===== config.mk =====
export PLATFORM = sky130hd
export DESIGN_NAME = lev_cell
export DESIGN_NICKNAME = d
export VERILOG_FILES = /design/src/rtl/core/lev_pkg.sv /design/src/rtl/core/lev_cell.sv
export SDC_FILE = /design/constraint.sdc
export NUM_CORES = 1
export LEC_CHECK = 0
export ABC_AREA = 1
export BUFFER_PORTS_ARGS = -buffer_cell sky130_fd_sc_hd__buf_2
export CAP_MARGIN = 10
export CORE_AREA = 5 5 72 74
export DETAILED_ROUTE_END_ITERATION = 7
export DIE_AREA = 0 0 77 79
export GPL_ROUTABILITY_DRIVEN = 0
export PLACE_DENSITY = 0.71
export SYNTH_ARGS = -nofsm -noshare
export SYNTH_HDL_FRONTEND = slang
export SYNTH_SLANG_ARGS = --single-unit
export TNS_END_PERCENT = 10

===== constraint.sdc =====
create_clock -name vclk -period 9.4
set_clock_uncertainty 0.2 [all_clocks]
set_input_delay 0 -clock vclk [all_inputs]
set_output_delay 0 -clock vclk [all_outputs]
set_load 0.1 [all_outputs]

===== src/rtl/core/lev_pkg.sv =====
// ----------------------------------------------------------------------------
// lev_pkg
// Shared types and codes for the Levenshtein distance block: word modes,
// counter limits and the operand bundle of the cell update unit.
// ----------------------------------------------------------------------------
`default_nettype none

package lev_pkg;

    // Word modes carried on the slave tuser
    localparam logic [1:0] MODE_LOAD   = 2'd0;
    localparam logic [1:0] MODE_STREAM = 2'd1;
    localparam logic [1:0] MODE_FINISH = 2'd2;

    // Width of distances and of the streamed byte counter
    localparam int unsigned DIST_W = 16;

    // Streamed bytes beyond this count are dropped
    localparam logic [DIST_W-1:0] STREAM_LIMIT = 16'hFFFF;

    // Operands of one cell of the one-row recurrence
    typedef struct packed {
        logic              bytes_eq;   // compared byte matches reference byte
        logic [DIST_W-1:0] diag;       // old row value at j
        logic [DIST_W-1:0] left;       // new row value at j
        logic [DIST_W-1:0] up;         // old row value at j+1
    } t_cell_in;

endpackage

`default_nettype wire


===== src/rtl/core/lev_cell.sv =====
// ----------------------------------------------------------------------------
// lev_cell
// Shared cell update unit: new value of one row entry from its diagonal,
// left and upper neighbors and the byte match flag.
// ----------------------------------------------------------------------------
`default_nettype none

module lev_cell
    import lev_pkg::*;
(
    input  var t_cell_in          i_cell,
    output logic [DIST_W-1:0]     o_value
);

    logic [DIST_W-1:0] min_dl;
    logic [DIST_W-1:0] min_all;

    // On a byte match take the diagonal value, else the smallest neighbor plus one
    always_comb begin
        min_dl  = (i_cell.diag < i_cell.left) ? i_cell.diag : i_cell.left;
        min_all = (min_dl < i_cell.up) ? min_dl : i_cell.up;
        if (i_cell.bytes_eq) begin
            o_value = i_cell.diag;
        end else begin
            o_value = min_all + DIST_W'(1);
        end
    end

endmodule

`default_nettype wire


==> results.yml, run 1 <==
die:
  design.die.area_um2: 6080
  fp-row-count: 25
  initial_core_util: 0.428
  design.core.area_um2: 4540
  ios: 65
  die_h_um: 79
  die_x_um: 77
global_route:
  first_global_vias: 2217
  grt.total_usage: 0.180
  antenna_found_initial: 0
  grt_pass1_wl_um: 9540
  grt_max_degree: 32
  grt_overflow_total: 0
detailed_routing:
  wire_per_inst_um: 11.9
  vias: 2426
  first_iter_violations: 133
  drc: 0
  final_antenna_net_count: 0
  first_pass_iters: 4
  routed_via_density: 5.09
  routed_wl_um: 5660
yosys:
  synth_top_area_frac: 0.240
  synth_nets: 450
  avgSynthCellArea_um2: 5.24
  postSynthCellCount: 370
  synthTopCellsByCount: "124 x nand2_1, 51 x inv_1, 35 x nand3_1, 34 x nor2_1, 31 x ha_1"
  ys_types: 29
  yosysTopAreaCell: "nand2_1"
  synthTopCellsByArea: "nand2_1 24%, ha_1 20%, inv_1 9.9%"
  ys_seq_area_frac: 0
  syn_area_um2: 1940
  yosysMostFrequentCell: "nand2_1"
  ys.warnings.count: 0
worst_setup_path:
  critPathKind: "in2out"
  slowest_delay_ps: 460
  crit_arrival_ps: 4670
  critPathMaxFanout: 31
  cp-start-kind: "input pin"
  crit_path_end_kind: "primary output"
  required_ps: 9200
  crit_buf_inv: 4
  worst_path_max_delay_cell: "nor3_1"
  critPathTopFamily: "simple AND/OR/NAND/NOR gates"
  cp_common_cell: "nand2_1"
place:
  hpwl_um: 4800
  numPortBuffers: 65
  place_area_um2: 2260
clock_tree:
  postCtsSetupRepairBufs: 0
  cts_resized: 0
  postCtsHoldBufs: 0
timing:
  finalHoldViolations: 0
  tightest_slew_ps: 599
  fin_crit_sh: 0.518
  setup_tns_ps: 0
  slew_viol_final: 0
  max_freq_mhz: 205
  slew_headroom: 0.600
  rsz0062_at_grt: "false"
  setup_violations: 0
  min_period_ps: 4870
status:
  outcome: "finished clean"
pwr:
  ir_worst_vdd_v: 0.0000709
  leakage_nw: 1.37
  powerDensity_nw_per_um2: 125
finish:
  design_area_um2: 2260
  final_layout_size_suffix_gt1_frac: 0.199
  seq_area_um2: 0
  finalNetCount: 505
  diodes: 0
  syn2layout_area_growth_pct: 16.6
  fill_cells: 514
  seq_cells: 0
  clkbuf_count: 0
run:
  max_cap_violations: 0
min_path:
  holdCritPathClass: "in2out"
-- final cells by class --
class                      instances  area, um2  share of cell area
inverter                          53        199              0.0879
multi-input combinational        305       1670               0.738
tap                               54       67.6              0.0299
timing repair buffer              65        325               0.144
-- where the power goes --
group          leakage (nW)  switching, W  internal [W]  total (W)
sequential                0             0             0          0
combinational          1.37      0.000210     0.0000733   0.000284
clock                     0             0             0          0
total                  1.37      0.000210     0.0000733   0.000284
-- cells in the final DEF, fill, tap and decap left out, drive strengths merged --
cell type  Yosys  layout
a211oi         2       2
a21oi         23      23
a22oi          1       1
a31oi          1       1
buf            7      65
clkinv         1       1
ha            31      31
inv           52      52
nand2        135     135
nand3         37      37
nand3b         9       9
nand4          6       6
nor2          38      38
nor3           2       2
o21ai         15      15
o21bai         1       1
o221a          1       1
o22ai          3       3
-- stage by stage --
stage | power, W | setup slack (ps) | utilization | std cells | hold WS (ps)
floorplan | 0.000232 | 4510 | - | 370 | 237
global placement | 0.000279 | 4730 | 0.499 | 477 | 285
detailed placement | 0.000282 | 4560 | 0.499 | 477 | 287
CTS | 0.000283 | 4540 | 0.499 | 477 | 290
global route | 0.000314 | 3960 | 0.499 | 477 | 304
finish | 0.000284 | 4530 | 0.499 | 477 | 288
-- tightest hold or removal path, delay by kind of cell --
family	cells	cell delay, ps
buf+inv	2	390
simple gates	2	90
-- layer usage --
| metal | routed length [um] | global-route usage | vias to the layer above |
|---|---|---|---|
| met5 | 0 | 0 | - |
| met4 | 71 | 0.0258 | 0 |
| met3 | 344 | 0.00907 | 6 |
| met2 | 2660 | 0.315 | 78 |
| met1 | 2590 | 0.249 | 1035 |
| li1 | - | - | 1307 |
-- path summary, 6_finish.rpt --
kind / from / to / slack (ps) / cells past startpoint
max: i_cell[21] / o_value[10] / 4530 / 26
min: i_cell[43] / o_value[11] / 290 / 4
-- cell families after synthesis --
family	count (synthesis)	synth area share
simple gates	227	0.529
compound gates	47	0.132
fa+ha+maj	31	0.200
buf+inv	65	0.139
(Power assumes the default switching activity.)
==> run 2, diff against run 1 <==
==> constraint.sdc (replaced) <==
create_clock -name vclk -period 4.5
set_clock_uncertainty 0.2 [all_clocks]
set_input_delay 0 -clock vclk [all_inputs]
set_output_delay 0 -clock vclk [all_outputs]
set_load 0.1 [all_outputs]
==> run 2 against run 1 <==
  * Non-clock buffer count increased by 8
  * Via count rose by 6.5%
  * Design area up 13%
  * Count of clock-buffer cells in the layout stayed put
  * Critical endpoint is now o_value[13]
  * Core utilization is 6.6 points higher
  * Highest routed layer unchanged
  * First-iteration DRC count up 23%
  * Wire length grew 12%
  * Die area unchanged
  * Setup slack worse by 4300 ps
  * Critical path depth unchanged
  * Largest power group unchanged
  * Sequential share of layout area did not move
==> results.yml, run 2 (synthesis gave the netlist of run 1 again) <==
detailed_routing:
  final_antenna_net_count: 0
  first_pass_iters: 4
  wire_per_inst_um: 13.0
  first_iter_violations: 163
  vias: 2584
  drc: 0
  routed_wl_um: 6320
  routed_via_density: 5.33
finish:
  layout_common_cells: "124 x nand2_1, 52 x buf_2, 51 x inv_1"
  seq_area_um2: 0
  syn2layout_area_growth_pct: 32.0
  diodes: 0
  final_util: 0.565
  finalNetCount: 513
  fill_cells: 460
  seq_cells: 0
  final_common_cell: "nand2_1"
  final_layout_size_suffix_gt1_frac: 0.227
  clkbuf_count: 0
  design_area_um2: 2560
place:
  numPortBuffers: 65
  hpwl_um: 5330
  place_area_um2: 2500
timing:
  fin_crit_sh: 0.944
  slew_viol_final: 0
  slew_headroom: 0.630
  tightest_slew_ps: 552
  min_period_ps: 4250
  finalHoldViolations: 0
  setup_tns_ps: 0
  max_freq_mhz: 236
  setup_violations: 0
worst_setup_path:
  slowest_delay_ps: 390
  required_ps: 4300
  crit_arrival_ps: 4050
  critPathTopFamily: "simple AND/OR/NAND/NOR gates"
  endpoint: "o_value[13]"
  crit_buf_inv: 5
  critPathMaxFanout: 31
  worst_path_max_delay_cell: "o221a_2"
  crit_path_end_kind: "primary output"
  crit_cells: 26
  setup.worst_path.start: "i_cell[21]"
  cp_common_cell: "nand2_1"
  critPathKind: "in2out"
  cp-start-kind: "input pin"
global_route:
  grt_pass1_wl_um: 10300
  grt.total_usage: 0.195
  grt_max_degree: 32
  grt_overflow_total: 0
  antenna_found_initial: 0
  first_global_vias: 2433
die:
  initial_core_util: 0.428
  design.core.area_um2: 4540
  fp-row-count: 25
  die_x_um: 77
  ios: 65
  die_h_um: 79
  design.die.area_um2: 6080
pwr:
  powerDensity_nw_per_um2: 276
  ir_worst_vdd_v: 0.000180
  leakage_nw: 1.49
min_path:
  worstHoldPathCells: 4
  holdCritPathClass: "in2out"
clock_tree:
  postCtsHoldBufs: 0
status:
  outcome: "finished clean"
run:
  max_cap_violations: 0
-- run 2: repair_timing --
| item | 4_1_cts | 5_1_grt |
|---|---|---|
| buffers inserted | 0 | 3 |
| setup endpoints to repair | 0 | 15 |
| resized for setup | 0 | 11 |
-- run 2: worst min path at each step --
stage | startpoint | to | slack (ps)
3_3_place_gp | i_cell[43] | o_value[11] | 220
2_1_floorplan | i_cell[37] | o_value[5] | 130
5_1_grt | i_cell[47] | o_value[15] | 240
3_5_place_dp | i_cell[45] | o_value[13] | 230
4_1_cts | i_cell[47] | o_value[15] | 230
6_report | i_cell[47] | o_value[15] | 230
-- run 2: cell type report --
type                            count  area [um2]  area share
Inverter                           53         199      0.0776
Multi-Input combinational cell    305        1720       0.669
Tap cell                           54        67.6      0.0264
Timing Repair Buffer               73         581       0.227
-- run 2: power breakdown --
group          total (W)  internal, W  switching, W  leakage [nW]
Sequential             0            0             0             0
Combinational   0.000706     0.000233      0.000474          1.49
Clock                  0            0             0             0
Total           0.000706     0.000233      0.000474          1.49
-- run 2: tightest hold or removal path: stages --
cell	delay, ps
buf_2	120
nand2_1	50
nand2_1	80
buf_12	170
-- run 2: stage by stage --
stage | instances | total power, W | setup slack, ps | hold WS [ps]
finish | 485 | 0.000706 | 254 | 232
global route | 485 | 0.000762 | -17.4 | 243
CTS | 482 | 0.000683 | 5.03 | 232
detailed placement | 482 | 0.000680 | 16.2 | 226
global placement | 482 | 0.000673 | 104 | 224
floorplan | 370 | 0.000486 | -243 | 130
-- run 2: metal layers --
layer	up-vias	wire length, um	global-route usage
li1	1328	-	-
met1	1153	2790	0.259
met2	97	3120	0.360
met3	6	372	0.0113
met4	0	32	0.0137
met5	-	0	0
